### config.mk
export PLATFORM = sky130hd
export DESIGN_NAME = palette_fade_flash_blender
export DESIGN_NICKNAME = d
export VERILOG_FILES = /design/src/rtl/pfb_pkg.sv /design/src/rtl/pfb_front.sv /design/src/rtl/pfb_div.sv /design/src/rtl/pfb_back.sv /design/src/rtl/palette_fade_flash_blender.sv
export SDC_FILE = /design/constraint.sdc
export NUM_CORES = 2
export LEC_CHECK = 0
export BUFFER_PORTS_ARGS = -buffer_cell sky130_fd_sc_hd__buf_2
export CORE_AREA = 4 4 275 223
export DETAILED_ROUTE_END_ITERATION = 10
export DIE_AREA = 0 0 279 227
export PLACE_DENSITY = 0.83
export SLEW_MARGIN = 20
export SYNTH_ARGS = -nofsm -noshare
export SYNTH_HDL_FRONTEND = slang
export SYNTH_SLANG_ARGS = --single-unit
### constraint.sdc
create_clock -name clk -period 14.1 [get_ports clk]
set_clock_uncertainty 0.05 [all_clocks]
set_input_delay 2.82 -clock clk [delete_from_list [all_inputs] [get_ports clk]]
set_output_delay 2.82 -clock clk [all_outputs]
set_load 0.05 [all_outputs]
### src/rtl/pfb_pkg.sv
`default_nettype none
// ----------------------------------------------------------------------------
// pfb_pkg
// Shared types and constants for the palette fade and flash blender: op and
// mode codes, register indexes, level constants and the queue word layout.
// ----------------------------------------------------------------------------
package pfb_pkg;

	// Input op codes
	localparam logic [1:0] OP_COLOUR  = 2'd0;
	localparam logic [1:0] OP_TICK    = 2'd1;
	localparam logic [1:0] OP_RESTART = 2'd2;

	// Effect modes
	localparam logic [2:0] MODE_FADE_IN   = 3'd0;
	localparam logic [2:0] MODE_FADE_OUT  = 3'd1;
	localparam logic [2:0] MODE_WHITE_IN  = 3'd2;
	localparam logic [2:0] MODE_WHITE_OUT = 3'd3;
	localparam logic [2:0] MODE_FLASH     = 3'd4;

	// Configuration register indexes
	localparam int CFG_IDX_W  = 3;
	localparam int CFG_DATA_W = 16;
	localparam logic [CFG_IDX_W-1:0] CFG_MODE        = 3'd0;
	localparam logic [CFG_IDX_W-1:0] CFG_DURATION    = 3'd1;
	localparam logic [CFG_IDX_W-1:0] CFG_FLASH_RED   = 3'd2;
	localparam logic [CFG_IDX_W-1:0] CFG_FLASH_GREEN = 3'd3;
	localparam logic [CFG_IDX_W-1:0] CFG_FLASH_BLUE  = 3'd4;

	localparam logic [15:0] DURATION_RESET = 16'd1000;

	// Level arithmetic, 1/1024 units
	localparam int LVL_W      = 13;
	localparam int STEP_FRAC  = 10;
	localparam int MS_W       = 8;
	localparam int DIV_BITS   = MS_W + STEP_FRAC;
	localparam int STEP_W     = 12;
	localparam int STEP_MAX   = 2048;

	localparam logic signed [LVL_W-1:0] LVL_START_FADE_IN   = 13'sd1536;
	localparam logic signed [LVL_W-1:0] LVL_START_FADE_OUT  = -13'sd3072;
	localparam logic signed [LVL_W-1:0] LVL_START_WHITE_IN  = 13'sd1536;
	localparam logic signed [LVL_W-1:0] LVL_START_WHITE_OUT = 13'sd0;
	localparam logic signed [LVL_W-1:0] LVL_START_FLASH     = -13'sd1024;

	// Class of a queued word
	typedef enum logic [1:0] {
		KIND_COLOUR  = 2'd0,
		KIND_TICK    = 2'd1,
		KIND_RESTART = 2'd2
	} kind_t;

	typedef struct packed {
		kind_t           kind;
		logic [7:0]      red;
		logic [7:0]      green;
		logic [7:0]      blue;
		logic [MS_W-1:0] frame_ms;
	} entry_t;

	typedef struct packed {
		logic [2:0]  mode;
		logic [15:0] duration_ms;
		logic [7:0]  flash_red;
		logic [7:0]  flash_green;
		logic [7:0]  flash_blue;
	} cfg_t;

endpackage
`default_nettype wire

### src/rtl/pfb_front.sv
`default_nettype none
// ----------------------------------------------------------------------------
// pfb_front
// Input side: accepts words, classifies them by op, drops the unused op and
// queues the rest in a small flip-flop queue for the back end.
// ----------------------------------------------------------------------------
module pfb_front #(
	parameter int DEPTH = 4
) (
	input  wire logic                clk,
	input  wire logic                arst_n,
	input  wire logic                in_valid,
	output      logic                in_stall,
	input  wire logic [1:0]          op,
	input  wire logic [7:0]          red_in,
	input  wire logic [7:0]          green_in,
	input  wire logic [7:0]          blue_in,
	input  wire logic [7:0]          frame_ms,
	output      pfb_pkg::entry_t     head,
	output      logic                head_valid,
	input  wire logic                pop
);

	localparam int PTR_W = $clog2(DEPTH);
	localparam int CNT_W = $clog2(DEPTH + 1);

	pfb_pkg::entry_t   entry_q [DEPTH];
	logic [PTR_W-1:0]  wr_ptr_q;
	logic [PTR_W-1:0]  rd_ptr_q;
	logic [CNT_W-1:0]  count_q;
	pfb_pkg::entry_t   word;
	logic              keep;
	logic              push;

	// Classify the incoming word
	always_comb begin
		word.red      = red_in;
		word.green    = green_in;
		word.blue     = blue_in;
		word.frame_ms = frame_ms;
		word.kind     = pfb_pkg::KIND_COLOUR;
		keep          = 1'b1;
		unique case (op)
			pfb_pkg::OP_COLOUR:  word.kind = pfb_pkg::KIND_COLOUR;
			pfb_pkg::OP_TICK:    word.kind = pfb_pkg::KIND_TICK;
			pfb_pkg::OP_RESTART: word.kind = pfb_pkg::KIND_RESTART;
			default:             keep      = 1'b0;
		endcase
	end

	assign in_stall   = (count_q == CNT_W'(DEPTH));
	assign push       = in_valid && !in_stall && keep;
	assign head_valid = (count_q != '0);
	assign head       = entry_q[rd_ptr_q];

	// Store words
	always_ff @(posedge clk) begin
		if (push) begin
			entry_q[wr_ptr_q] <= word;
		end
	end

	// Advance pointers and fill count
	always_ff @(posedge clk or negedge arst_n) begin
		if (!arst_n) begin
			wr_ptr_q <= '0;
			rd_ptr_q <= '0;
			count_q  <= '0;
		end else begin
			if (push) begin
				wr_ptr_q <= (wr_ptr_q == PTR_W'(DEPTH - 1)) ? '0 : wr_ptr_q + 1'b1;
			end
			if (pop) begin
				rd_ptr_q <= (rd_ptr_q == PTR_W'(DEPTH - 1)) ? '0 : rd_ptr_q + 1'b1;
			end
			if (push && !pop) begin
				count_q <= count_q + 1'b1;
			end else if (pop && !push) begin
				count_q <= count_q - 1'b1;
			end
		end
	end

endmodule
`default_nettype wire

### src/rtl/pfb_div.sv
`default_nettype none
// ----------------------------------------------------------------------------
// pfb_div
// Step divider: (frame_ms << 10) / duration_ms, one quotient bit a cycle,
// clamped to the largest step. A zero divisor yields the largest step.
// ----------------------------------------------------------------------------
module pfb_div (
	input  wire logic                        clk,
	input  wire logic                        arst_n,
	input  wire logic                        start,
	input  wire logic [pfb_pkg::MS_W-1:0]    dividend,
	input  wire logic [15:0]                 divisor,
	output      logic                        done,
	output      logic [pfb_pkg::STEP_W-1:0]  step
);

	localparam int NB    = pfb_pkg::DIV_BITS;
	localparam int CNT_W = $clog2(NB);

	logic             busy_q;
	logic             done_q;
	logic [CNT_W-1:0] cnt_q;
	logic [NB-1:0]    num_q;
	logic [NB-1:0]    quo_q;
	logic [15:0]      rem_q;
	logic [16:0]      trial;
	logic [16:0]      diff;
	logic             ge;

	// Trial subtract for one quotient bit
	always_comb begin
		trial = {rem_q, num_q[NB-1]};
		ge    = (trial >= {1'b0, divisor});
		diff  = trial - {1'b0, divisor};
	end

	// Sequence the iterations
	always_ff @(posedge clk or negedge arst_n) begin
		if (!arst_n) begin
			busy_q <= 1'b0;
			done_q <= 1'b0;
			cnt_q  <= '0;
		end else begin
			done_q <= busy_q && (cnt_q == '0);
			if (start) begin
				busy_q <= 1'b1;
				cnt_q  <= CNT_W'(NB - 1);
			end else if (busy_q) begin
				if (cnt_q == '0) begin
					busy_q <= 1'b0;
				end else begin
					cnt_q <= cnt_q - 1'b1;
				end
			end
		end
	end

	// Shift dividend, remainder and quotient
	always_ff @(posedge clk) begin
		if (start) begin
			num_q <= {dividend, pfb_pkg::STEP_FRAC'(0)};
			rem_q <= '0;
			quo_q <= '0;
		end else if (busy_q) begin
			num_q <= {num_q[NB-2:0], 1'b0};
			rem_q <= ge ? diff[15:0] : trial[15:0];
			quo_q <= {quo_q[NB-2:0], ge};
		end
	end

	assign done = done_q;
	assign step = (quo_q > NB'(pfb_pkg::STEP_MAX)) ? pfb_pkg::STEP_W'(pfb_pkg::STEP_MAX)
	                                               : quo_q[pfb_pkg::STEP_W-1:0];

endmodule
`default_nettype wire

### src/rtl/pfb_back.sv
`default_nettype none
// ----------------------------------------------------------------------------
// pfb_back
// Execution side: holds the effect level, blends colour words in two stages
// (weights and products, then sum and scale), runs ticks through the step
// divider and loads start levels on restart.
// ----------------------------------------------------------------------------
module pfb_back (
	input  wire logic             clk,
	input  wire logic             arst_n,
	input  wire pfb_pkg::cfg_t    cfg,
	input  wire pfb_pkg::entry_t  head,
	input  wire logic             head_valid,
	output      logic             pop,
	output      logic             out_valid,
	input  wire logic             out_stall,
	output      logic [7:0]       red_out,
	output      logic [7:0]       green_out,
	output      logic [7:0]       blue_out
);

	typedef enum logic [1:0] {
		ST_RUN  = 2'b01,
		ST_WAIT = 2'b10
	} state_t;

	typedef enum logic [1:0] {
		XS_COLOUR = 2'd0,
		XS_COMPL  = 2'd1,
		XS_ZERO   = 2'd2
	} xsel_t;

	localparam logic signed [13:0] ONE  = 14'sd1024;
	localparam logic signed [13:0] LMIN = -14'sd4096;
	localparam logic signed [13:0] LMAX = 14'sd4095;

	state_t                          state_q;
	logic signed [pfb_pkg::LVL_W-1:0] level_q;
	logic                            s1_vld_s1;
	logic [18:0]                     prod_a_s1 [3];
	logic [18:0]                     prod_b_s1 [3];
	logic                            inv_s1;
	logic                            out_vld_q;
	logic [7:0]                      res_q [3];

	logic signed [13:0]  lvl_x;
	logic signed [13:0]  one_minus;
	logic signed [13:0]  lvl_clip;
	logic signed [13:0]  neg_clip;
	logic signed [13:0]  flash_w;
	logic [10:0]         w1;
	logic [10:0]         w2;
	logic                inv;
	xsel_t               xs;
	logic [7:0]          c_in [3];
	logic [7:0]          f_in [3];
	logic [7:0]          x_in [3];
	logic [18:0]         prod_a [3];
	logic [18:0]         prod_b [3];
	logic [19:0]         sum [3];
	logic [7:0]          res [3];

	logic                out_free;
	logic                s1_adv;
	logic                s1_free;
	logic                pop_colour;
	logic                div_start;
	logic                div_done;
	logic [pfb_pkg::STEP_W-1:0] step;
	logic signed [13:0]  step_x;
	logic signed [13:0]  tick_sum;
	logic signed [13:0]  tick_sat;
	logic signed [pfb_pkg::LVL_W-1:0] restart_level;

	// Handshake between stages
	assign out_free   = !out_vld_q || !out_stall;
	assign s1_adv     = s1_vld_s1 && out_free;
	assign s1_free    = !s1_vld_s1 || s1_adv;
	assign pop        = head_valid && (state_q == ST_RUN) &&
	                    ((head.kind != pfb_pkg::KIND_COLOUR) || s1_free);
	assign pop_colour = pop && (head.kind == pfb_pkg::KIND_COLOUR);
	assign div_start  = pop && (head.kind == pfb_pkg::KIND_TICK);

	// Blend weights from level and mode
	always_comb begin
		lvl_x     = {level_q[pfb_pkg::LVL_W-1], level_q};
		one_minus = ONE - lvl_x;
		lvl_clip  = (lvl_x < -ONE) ? -ONE : lvl_x;
		neg_clip  = -lvl_clip;
		flash_w   = lvl_clip + ONE;
		w1        = 11'd1024;
		w2        = '0;
		inv       = 1'b0;
		xs        = XS_COLOUR;
		case (cfg.mode) inside
			pfb_pkg::MODE_FADE_IN, pfb_pkg::MODE_FADE_OUT: begin
				if (lvl_x > ONE) begin
					xs = XS_ZERO;
				end else if (lvl_x > 14'sd0) begin
					w1 = one_minus[10:0];
				end
			end
			pfb_pkg::MODE_WHITE_IN, pfb_pkg::MODE_WHITE_OUT: begin
				if (lvl_x > ONE) begin
					xs  = XS_ZERO;
					inv = 1'b1;
				end else if (lvl_x > 14'sd0) begin
					xs  = XS_COMPL;
					inv = 1'b1;
					w1  = one_minus[10:0];
				end
			end
			pfb_pkg::MODE_FLASH: begin
				if (lvl_x < 14'sd0) begin
					w1 = neg_clip[10:0];
					w2 = flash_w[10:0];
				end else if (lvl_x < ONE) begin
					w1 = lvl_x[10:0];
					w2 = one_minus[10:0];
				end
			end
			default: ;
		endcase
	end

	// Products per component
	always_comb begin
		c_in[0] = head.red;
		c_in[1] = head.green;
		c_in[2] = head.blue;
		f_in[0] = cfg.flash_red;
		f_in[1] = cfg.flash_green;
		f_in[2] = cfg.flash_blue;
		for (int i = 0; i < 3; i++) begin
			case (xs)
				XS_COMPL: x_in[i] = 8'd255 - c_in[i];
				XS_ZERO:  x_in[i] = '0;
				default:  x_in[i] = c_in[i];
			endcase
			prod_a[i] = {11'd0, x_in[i]} * {8'd0, w1};
			prod_b[i] = {11'd0, f_in[i]} * {8'd0, w2};
		end
	end

	// Sum, scale and optional complement
	always_comb begin
		for (int i = 0; i < 3; i++) begin
			sum[i] = {1'b0, prod_a_s1[i]} + {1'b0, prod_b_s1[i]};
			res[i] = inv_s1 ? (8'd255 - sum[i][17:10]) : sum[i][17:10];
		end
	end

	// Tick: move the level by the step under the mode's rule
	always_comb begin
		step_x   = {2'b00, step};
		tick_sum = lvl_x;
		case (cfg.mode) inside
			pfb_pkg::MODE_FADE_IN, pfb_pkg::MODE_WHITE_IN: begin
				if (lvl_x > 14'sd0) tick_sum = lvl_x - step_x;
			end
			pfb_pkg::MODE_FADE_OUT, pfb_pkg::MODE_WHITE_OUT: begin
				if (lvl_x <= ONE) tick_sum = lvl_x + step_x;
			end
			pfb_pkg::MODE_FLASH: begin
				if (lvl_x < ONE) tick_sum = lvl_x + step_x;
			end
			default: ;
		endcase
		if (tick_sum < LMIN) begin
			tick_sat = LMIN;
		end else if (tick_sum > LMAX) begin
			tick_sat = LMAX;
		end else begin
			tick_sat = tick_sum;
		end
	end

	// Restart: load the mode's start level
	always_comb begin
		unique case (cfg.mode)
			pfb_pkg::MODE_FADE_IN:   restart_level = pfb_pkg::LVL_START_FADE_IN;
			pfb_pkg::MODE_FADE_OUT:  restart_level = pfb_pkg::LVL_START_FADE_OUT;
			pfb_pkg::MODE_WHITE_IN:  restart_level = pfb_pkg::LVL_START_WHITE_IN;
			pfb_pkg::MODE_WHITE_OUT: restart_level = pfb_pkg::LVL_START_WHITE_OUT;
			pfb_pkg::MODE_FLASH:     restart_level = pfb_pkg::LVL_START_FLASH;
			default:                 restart_level = level_q;
		endcase
	end

	pfb_div u_div (
		.clk      (clk),
		.arst_n   (arst_n),
		.start    (div_start),
		.dividend (head.frame_ms),
		.divisor  (cfg.duration_ms),
		.done     (div_done),
		.step     (step)
	);

	// Control: state, level, stage valids
	always_ff @(posedge clk or negedge arst_n) begin
		if (!arst_n) begin
			state_q   <= ST_RUN;
			level_q   <= pfb_pkg::LVL_START_FADE_IN;
			s1_vld_s1 <= 1'b0;
			out_vld_q <= 1'b0;
		end else begin
			unique case (state_q)
				ST_RUN:  if (div_start) state_q <= ST_WAIT;
				ST_WAIT: if (div_done) state_q <= ST_RUN;
				default: state_q <= ST_RUN;
			endcase
			if ((state_q == ST_WAIT) && div_done) begin
				level_q <= tick_sat[pfb_pkg::LVL_W-1:0];
			end else if (pop && (head.kind == pfb_pkg::KIND_RESTART)) begin
				level_q <= restart_level;
			end
			s1_vld_s1 <= pop_colour || (s1_vld_s1 && !s1_adv);
			out_vld_q <= s1_adv || (out_vld_q && out_stall);
		end
	end

	// Payload: products and result word
	always_ff @(posedge clk) begin
		if (pop_colour) begin
			prod_a_s1 <= prod_a;
			prod_b_s1 <= prod_b;
			inv_s1    <= inv;
		end
		if (s1_adv) begin
			res_q <= res;
		end
	end

	assign out_valid = out_vld_q;
	assign red_out   = res_q[0];
	assign green_out = res_q[1];
	assign blue_out  = res_q[2];

endmodule
`default_nettype wire

### src/rtl/palette_fade_flash_blender.sv
`default_nettype none
// ----------------------------------------------------------------------------
// palette_fade_flash_blender
// Palette fade engine: fade in/out, white in/out and flash toward a set
// colour, driven by a signed effect level in 1/1024 units.
//
//   channel  direction  handshake              payload
//   in       sink       in_valid / in_stall    op, red_in, green_in, blue_in,
//                                              frame_ms
//   out      source     out_valid / out_stall  red_out, green_out, blue_out
//   cfg      sink       cfg_valid / cfg_ready  cfg_index, cfg_data
//
// Colour words flow one per cycle while the output is not stalled and no
// tick is in progress, through the queue, product stage and result register.
// A frame tick holds the back end while the step divider produces eighteen
// quotient bits; a restart does not hold it.
// The queue absorbs up to QUEUE_DEPTH words; in_stall rises when it is full.
// Reset loads register defaults and a level of 1536; no clearing pass.
// ----------------------------------------------------------------------------
module palette_fade_flash_blender #(
	parameter int QUEUE_DEPTH = 4
) (
	input  wire logic                              clk,
	input  wire logic                              arst_n,
	input  wire logic                              in_valid,
	output      logic                              in_stall,
	input  wire logic [1:0]                        op,
	input  wire logic [7:0]                        red_in,
	input  wire logic [7:0]                        green_in,
	input  wire logic [7:0]                        blue_in,
	input  wire logic [7:0]                        frame_ms,
	output      logic                              out_valid,
	input  wire logic                              out_stall,
	output      logic [7:0]                        red_out,
	output      logic [7:0]                        green_out,
	output      logic [7:0]                        blue_out,
	input  wire logic                              cfg_valid,
	output      logic                              cfg_ready,
	input  wire logic [pfb_pkg::CFG_IDX_W-1:0]     cfg_index,
	input  wire logic [pfb_pkg::CFG_DATA_W-1:0]    cfg_data
);

	pfb_pkg::cfg_t   cfg_q;
	pfb_pkg::entry_t head;
	logic            head_valid;
	logic            pop;

	assign cfg_ready = 1'b1;

	// Write configuration registers
	always_ff @(posedge clk or negedge arst_n) begin
		if (!arst_n) begin
			cfg_q.mode        <= pfb_pkg::MODE_FADE_IN;
			cfg_q.duration_ms <= pfb_pkg::DURATION_RESET;
			cfg_q.flash_red   <= '0;
			cfg_q.flash_green <= '0;
			cfg_q.flash_blue  <= '0;
		end else if (cfg_valid && cfg_ready) begin
			unique case (cfg_index)
				pfb_pkg::CFG_MODE:        cfg_q.mode        <= cfg_data[2:0];
				pfb_pkg::CFG_DURATION:    cfg_q.duration_ms <= cfg_data;
				pfb_pkg::CFG_FLASH_RED:   cfg_q.flash_red   <= cfg_data[7:0];
				pfb_pkg::CFG_FLASH_GREEN: cfg_q.flash_green <= cfg_data[7:0];
				pfb_pkg::CFG_FLASH_BLUE:  cfg_q.flash_blue  <= cfg_data[7:0];
				default: ;
			endcase
		end
	end

	pfb_front #(
		.DEPTH (QUEUE_DEPTH)
	) u_front (
		.clk        (clk),
		.arst_n     (arst_n),
		.in_valid   (in_valid),
		.in_stall   (in_stall),
		.op         (op),
		.red_in     (red_in),
		.green_in   (green_in),
		.blue_in    (blue_in),
		.frame_ms   (frame_ms),
		.head       (head),
		.head_valid (head_valid),
		.pop        (pop)
	);

	pfb_back u_back (
		.clk        (clk),
		.arst_n     (arst_n),
		.cfg        (cfg_q),
		.head       (head),
		.head_valid (head_valid),
		.pop        (pop),
		.out_valid  (out_valid),
		.out_stall  (out_stall),
		.red_out    (red_out),
		.green_out  (green_out),
		.blue_out   (blue_out)
	);

endmodule
`default_nettype wire

# Word-level counts from Yosys, hierarchy flattened
# Memories as Yosys holds them, arrays and structs flattened.
# Cells that the tools add are included.
# totals
n_memories,1
register_bits,249
mem_bits_rw,136
# classes
n_bitwise,1
order_cmp,10
reduce_logical,51
n_mul,6
mux,58
eq_ne,22
add_sub_neg,20
# memory_table
name,words,word_bits,read_ports,rd_ports_with_merged_regs,wr,line_no,source
u_front.entry_q,4,34,1,0,1,pfb_front.sv:27,pfb_pkg::entry_t entry_q [DEPTH];
# ops
op,n
$mux W11,13
$mul A8 B11 Y18,6
$mux W14,6
$add A18 B18 Y18,3
$mux W13,4
$pmux W13 S4,1
$pmux W8 S2,3
$sub A8 B8 Y8 const A,6
$mux W18,2
$mux W8,3
$gt A18 B12 Y1 const B,1
$ge A17 B16 Y1,1
$mux W16,1
$mux W2,8
$reduce_and A2 Y1,8
$sub A16 B16 Y16,1
$mux W5,3
$add A13 B13 Y14,1
$gt A14 B13 Y1 const B,1
$logic_and A1 B1 Y1,14
$lt A14 B13 Y1 const B,1
$sub A13 B13 Y14,1
$gt A13 B1 Y1 const B,1
$gt A13 B12 Y1 const B,1
other kinds (33),78

# Depth between registers and ports, before layout
# depth
depth_word,11
ltp_mapped,31
mapped_depth_nobuf,26

# Cells and area by module
# From an unflattened synthesis, not the netlist that was laid out.
# hier_totals
hier_cells,3463
hier_area_um2,35370.2
# modules_own_cells
mod,n_inst,seq_area_each_um2,cells_each,area_per_inst_um2
pfb_back,1,4423.0,2790,25106.6
pfb_front,1,4259.1,217,5429.0
pfb_div,1,1096.1,359,3175.5
palette_fade_flash_blender,1,1083.5,97,1659.1

# Worst setup path after synthesis
# No wires, ideal clock.
# synth_timing
path_type,input to register
start,input port out_stall
end,register u_back.inv_s1 (enable)
path_buffers,0
setup_slack_ns,2.766
path_stages,3
t_arrival_ns,10.571
cell_sequence,a41oi_1 inv_1 nor3_1
# synth_via
elab_chain_len,7
# synth_rtl
element,line_no,source
start: declaration,palette_fade_flash_blender.sv:33,"input wire logic out_stall,"
$logic_not A1 Y1,pfb_back.sv:76,assign out_free = !out_vld_q || !out_stall;
$logic_or A1 B1 Y1,pfb_back.sv:76,
$logic_and A1 B1 Y1,pfb_back.sv:77,assign s1_adv = s1_vld_s1 && out_free;
$logic_or A1 B1 Y1,pfb_back.sv:78,assign s1_free = !s1_vld_s1 || s1_adv;
$logic_or A1 B1 Y1,pfb_back.sv:80,((head.kind != pfb_pkg::KIND_COLOUR) || s1_free);
$logic_and A1 B1 Y1,pfb_back.sv:79,assign pop = head_valid && (state_q == ST_RUN) &&
$logic_and A1 B1 Y1,pfb_back.sv:81,assign pop_colour = pop && (head.kind == pfb_pkg::KIND_COLOUR);
via u_back.pop_colour,pfb_back.sv:66,logic pop_colour;
end signal: assignment,pfb_back.sv:228,inv_s1 <= inv;
end: declaration,pfb_back.sv:42,logic inv_s1;
# The timed path passes the listed nets, and every way through them passes these cells.
# A chain may end at the register's enable or synchronous reset.

==> results.yml <==
outcome:
  outcome: "finished clean"
clock_tree:
  cts_buffers: 42
  clock_sinks: 385
  cts_buffer_depth: 3
  post_cts_buffers: 0
  cts-root-buf: "clkbuf_16"
  clk_latency_ns: 0.59
  cts_tree: "built"
  post_cts_resize_count: 0
  path_clk_slew_ns: 0.06
  ctsHoldBuffers: 0
  htree_levels: 2
sta:
  fin_setup_tns_ns: 0
  min_period_over_period_pct: 61.6
  fmax_ghz: 0.115
  relSlewSlack_pct: 25.1
  grt_setup_unrepaired: "false"
  setup_violations: 0
  min_period_ns: 8.69
  worstMarginPinSlew_ns: 1.09
  finalHoldViolCount: 0
  drv_slew: 0
finish:
  area_delta_synth_final_pct: 7.29
  stdcell_count: 4249
  num_antenna_cells: 0
  drive_above_1_share_pct: 10.6
  num-fill-cells: 4464
  nNetsFinal: 4150
worst_setup_path:
  critPathLaunchType: "flop"
  cp-startpoint: "u_back.level_q[2]"
  rrSetupSlack_ns: 5.41
  critPathMaxFanout: 25
  critPathRequiredTime_ns: 14.38
  worstSetupPathType: "flop to flop"
  r2r-start: "u_back.level_q[2]"
  worstPathArrival_ns: 8.97
  end_kind: "flop"
floorplanning:
  die_w_um: 279
  coreArea_sq_um: 58100
  fp.dieH_um: 227
  die-area_sq_um: 63300
  row_count: 79
  initial_core_util_pct: 59.8
  ios: 85
placement:
  globalplace.congestion: 0.899
  io_buffers: 83
  dpl.cell_count: 4172
  hpwlAfterDp_um: 57900
logic_synthesis:
  async_reset_ff_share_pct: 19.2
  yosysTopAreaCell: "edfxtp_1"
  yosys-top-cells-area: "edfxtp_1 (24%), fa_1 (19%), ha_1 (12%)"
  ys.flop_type: "edfxtp_1"
  syn-mean-instance-area_sq_um: 10.1
  syn_nets: 4139
  synth_cell_types: 90
  ys_ff_latch: 385
  synth_area_sq_um: 34800
  synth_edf_count: 277
  seq_area_frac_synth_pct: 31.2
  ys.warnings.count: 0
  yosys.area.top_type_share_pct: 23.9
  syn-instance-count: 3436
global_routing:
  grt_pass1_wl_um: 130000
  globalRouteOverflowTotal: 0
  antenna_found_initial: 3
  grt_start_max_net_pins: 91
  grt.total_usage_pct: 25.5
  grt_pass1_vias: 25000
power:
  total_leakage_power_nw: 17.4
  power-per-cell-area_nw_per_um2: 185
  p_total_mw: 6.90
  vdd_drop_max_mv: 0.179
routing:
  drt_pass1_iterations: 7
  dr.first_iter.drc_count: 2068
  num_vias: 24600
  vias_per_cell: 5.79
  totalWireLength_um: 78700
  drcViolationCount: 0
  wl_per_cell_um: 18.5
  ant_nets: 0
flow_run:
  maxCapViolations: 0
worst_hold_path:
  hold_class: "flop to flop"
  worstHoldStart: "u_back.u_div.rem_q[15]"
[cell families (layout without fill, tap and decap cells)]
logic type,Yosys count,after routing,synth area share (%)
compound gates,430,430,8.05
xor+xnor,179,179,4.51
fa+ha+maj,646,646,30.2
buf+inv,638,682,7.01
flops,385,385,31.2
mux,122,122,4.86
other cells,1,1,0.0108
simple gates,1035,1035,14.1
[area by class of cell]
type                    count  area [sq um]  area share, %
inverters                 479          1800           4.82
clock buffers              52          1110           2.98
clock inverters            25           246          0.661
flip-flops and latches    385         10900           29.1
repair buffers            126           748           2.01
well taps                 769           962           2.58
multi-input cells        2413         21600           57.8
[layout by cell type (no fill, tap or decap), types with 43 or more instances in the layout]
cell       count
nor3_1        52
fa_1         322
ha_1         323
or2_2         59
clkbuf_16     43
xnor2_1      140
and2_1       156
a21oi_1      118
buf_2         82
nor2_1       364
inv_1        479
edfxtp_1     277
mux2i_1       53
nand2_1      260
dfrtp_1       63
o21ai_0       90
[sequential cells by signal, summed over array words and instances, names as in the netlist]
signal,count
u_back.u_div.done,1
u_front.count_q,3
u_back.s1_vld_s1,1
u_back.u_div.rem_q,16
u_front.wr_ptr_q,2
u_back.u_div.busy_q,1
u_front.rd_ptr_q,2
u_back.green_out,8
u_back.blue_out,8
u_back.prod_b_s1,54
u_back.u_div.num_q,8
u_back.red_out,8
u_back.prod_a_s1,54
u_back.out_valid,1
u_back.state_q,2
u_back.inv_s1,1
u_front.entry_q,136
cfg_q,43
u_back.u_div.cnt_q,5
u_back.u_div.quo_q,18
u_back.level_q,13
[cell usage after synthesis (65+ instances only)]
library cell,count
a21oi_1,121
and2_1,156
inv_1,479
nand2_1,260
o21ai_0,93
dfrtp_1,65
clkbuf_1,130
fa_1,322
ha_1,323
edfxtp_1,277
nor2_1,365
xnor2_1,140
[worst max-delay path, cell delays in order, from the launching register on]
cell and delay, ns:
dfrtp_1 0.57, nor4_4 0.67, a31oi_2 0.33, nor4b_4 0.84, and2_1 0.23, ha_1 0.12
buf_4 0.29, nor2b_1 0.08, buf_4 0.23, mux2i_1 0.79, or2_2 0.26, fa_1 0.44
fa_1 0.54, inv_1 0.06, fa_1 0.48, inv_1 0.05, fa_1 0.48, inv_1 0.04
ha_1 0.31, a21boi_0 0.18, o41ai_1 0.39, o21ai_0 0.20, o41ai_1 0.42, o21ai_0 0.19
xnor2_1 0.16
[path summary, 6_finish.rpt]
kind / endpoint / depth (start not counted)
worst max-delay path: u_back.prod_a_s1[36] / 24
worst min-delay path: u_back.u_div.rem_q[15] / 2
worst max register to register: u_back.prod_a_s1[36] / 24
worst min register to register: u_back.u_div.rem_q[15] / 2
max in group asynchronous: cfg_q[11] / 1
min in group asynchronous: u_back.u_div.cnt_q[0] / 1
[per-stage QoR]
stage	cell area [sq um]	hold WS (ns)	setup WS (ns)	utilization (%)
after floorplan	34800	0.396	2.77	-
after global placement	35900	0.411	5.71	61.8
after detailed placement	35900	0.421	5.55	61.8
after CTS	37300	0.434	5.52	64.1
after global routing	37300	0.462	4.84	64.2
final	37300	0.435	5.41	64.2
[where the power goes]
part,internal (mW),switching (mW),total [mW],leakage (nW)
sequential,1.71,0.250,1.96,3.76
combinational,1.49,2.36,3.84,13.0
clock,0.624,0.477,1.10,0.651
[routing by layer]
metal	global-route usage (%)	wire length, um	vias up	part of all wire [%]
li1	-	-	11400	-
met1	36.3	34300	12100	44
met2	41.0	35800	968	45
met3	4.18	6260	164	8.0
met4	7.52	2330	2	3.0
met5	0	13	-	0.017
No activity file was read; power rests on OpenSTA's default activity.
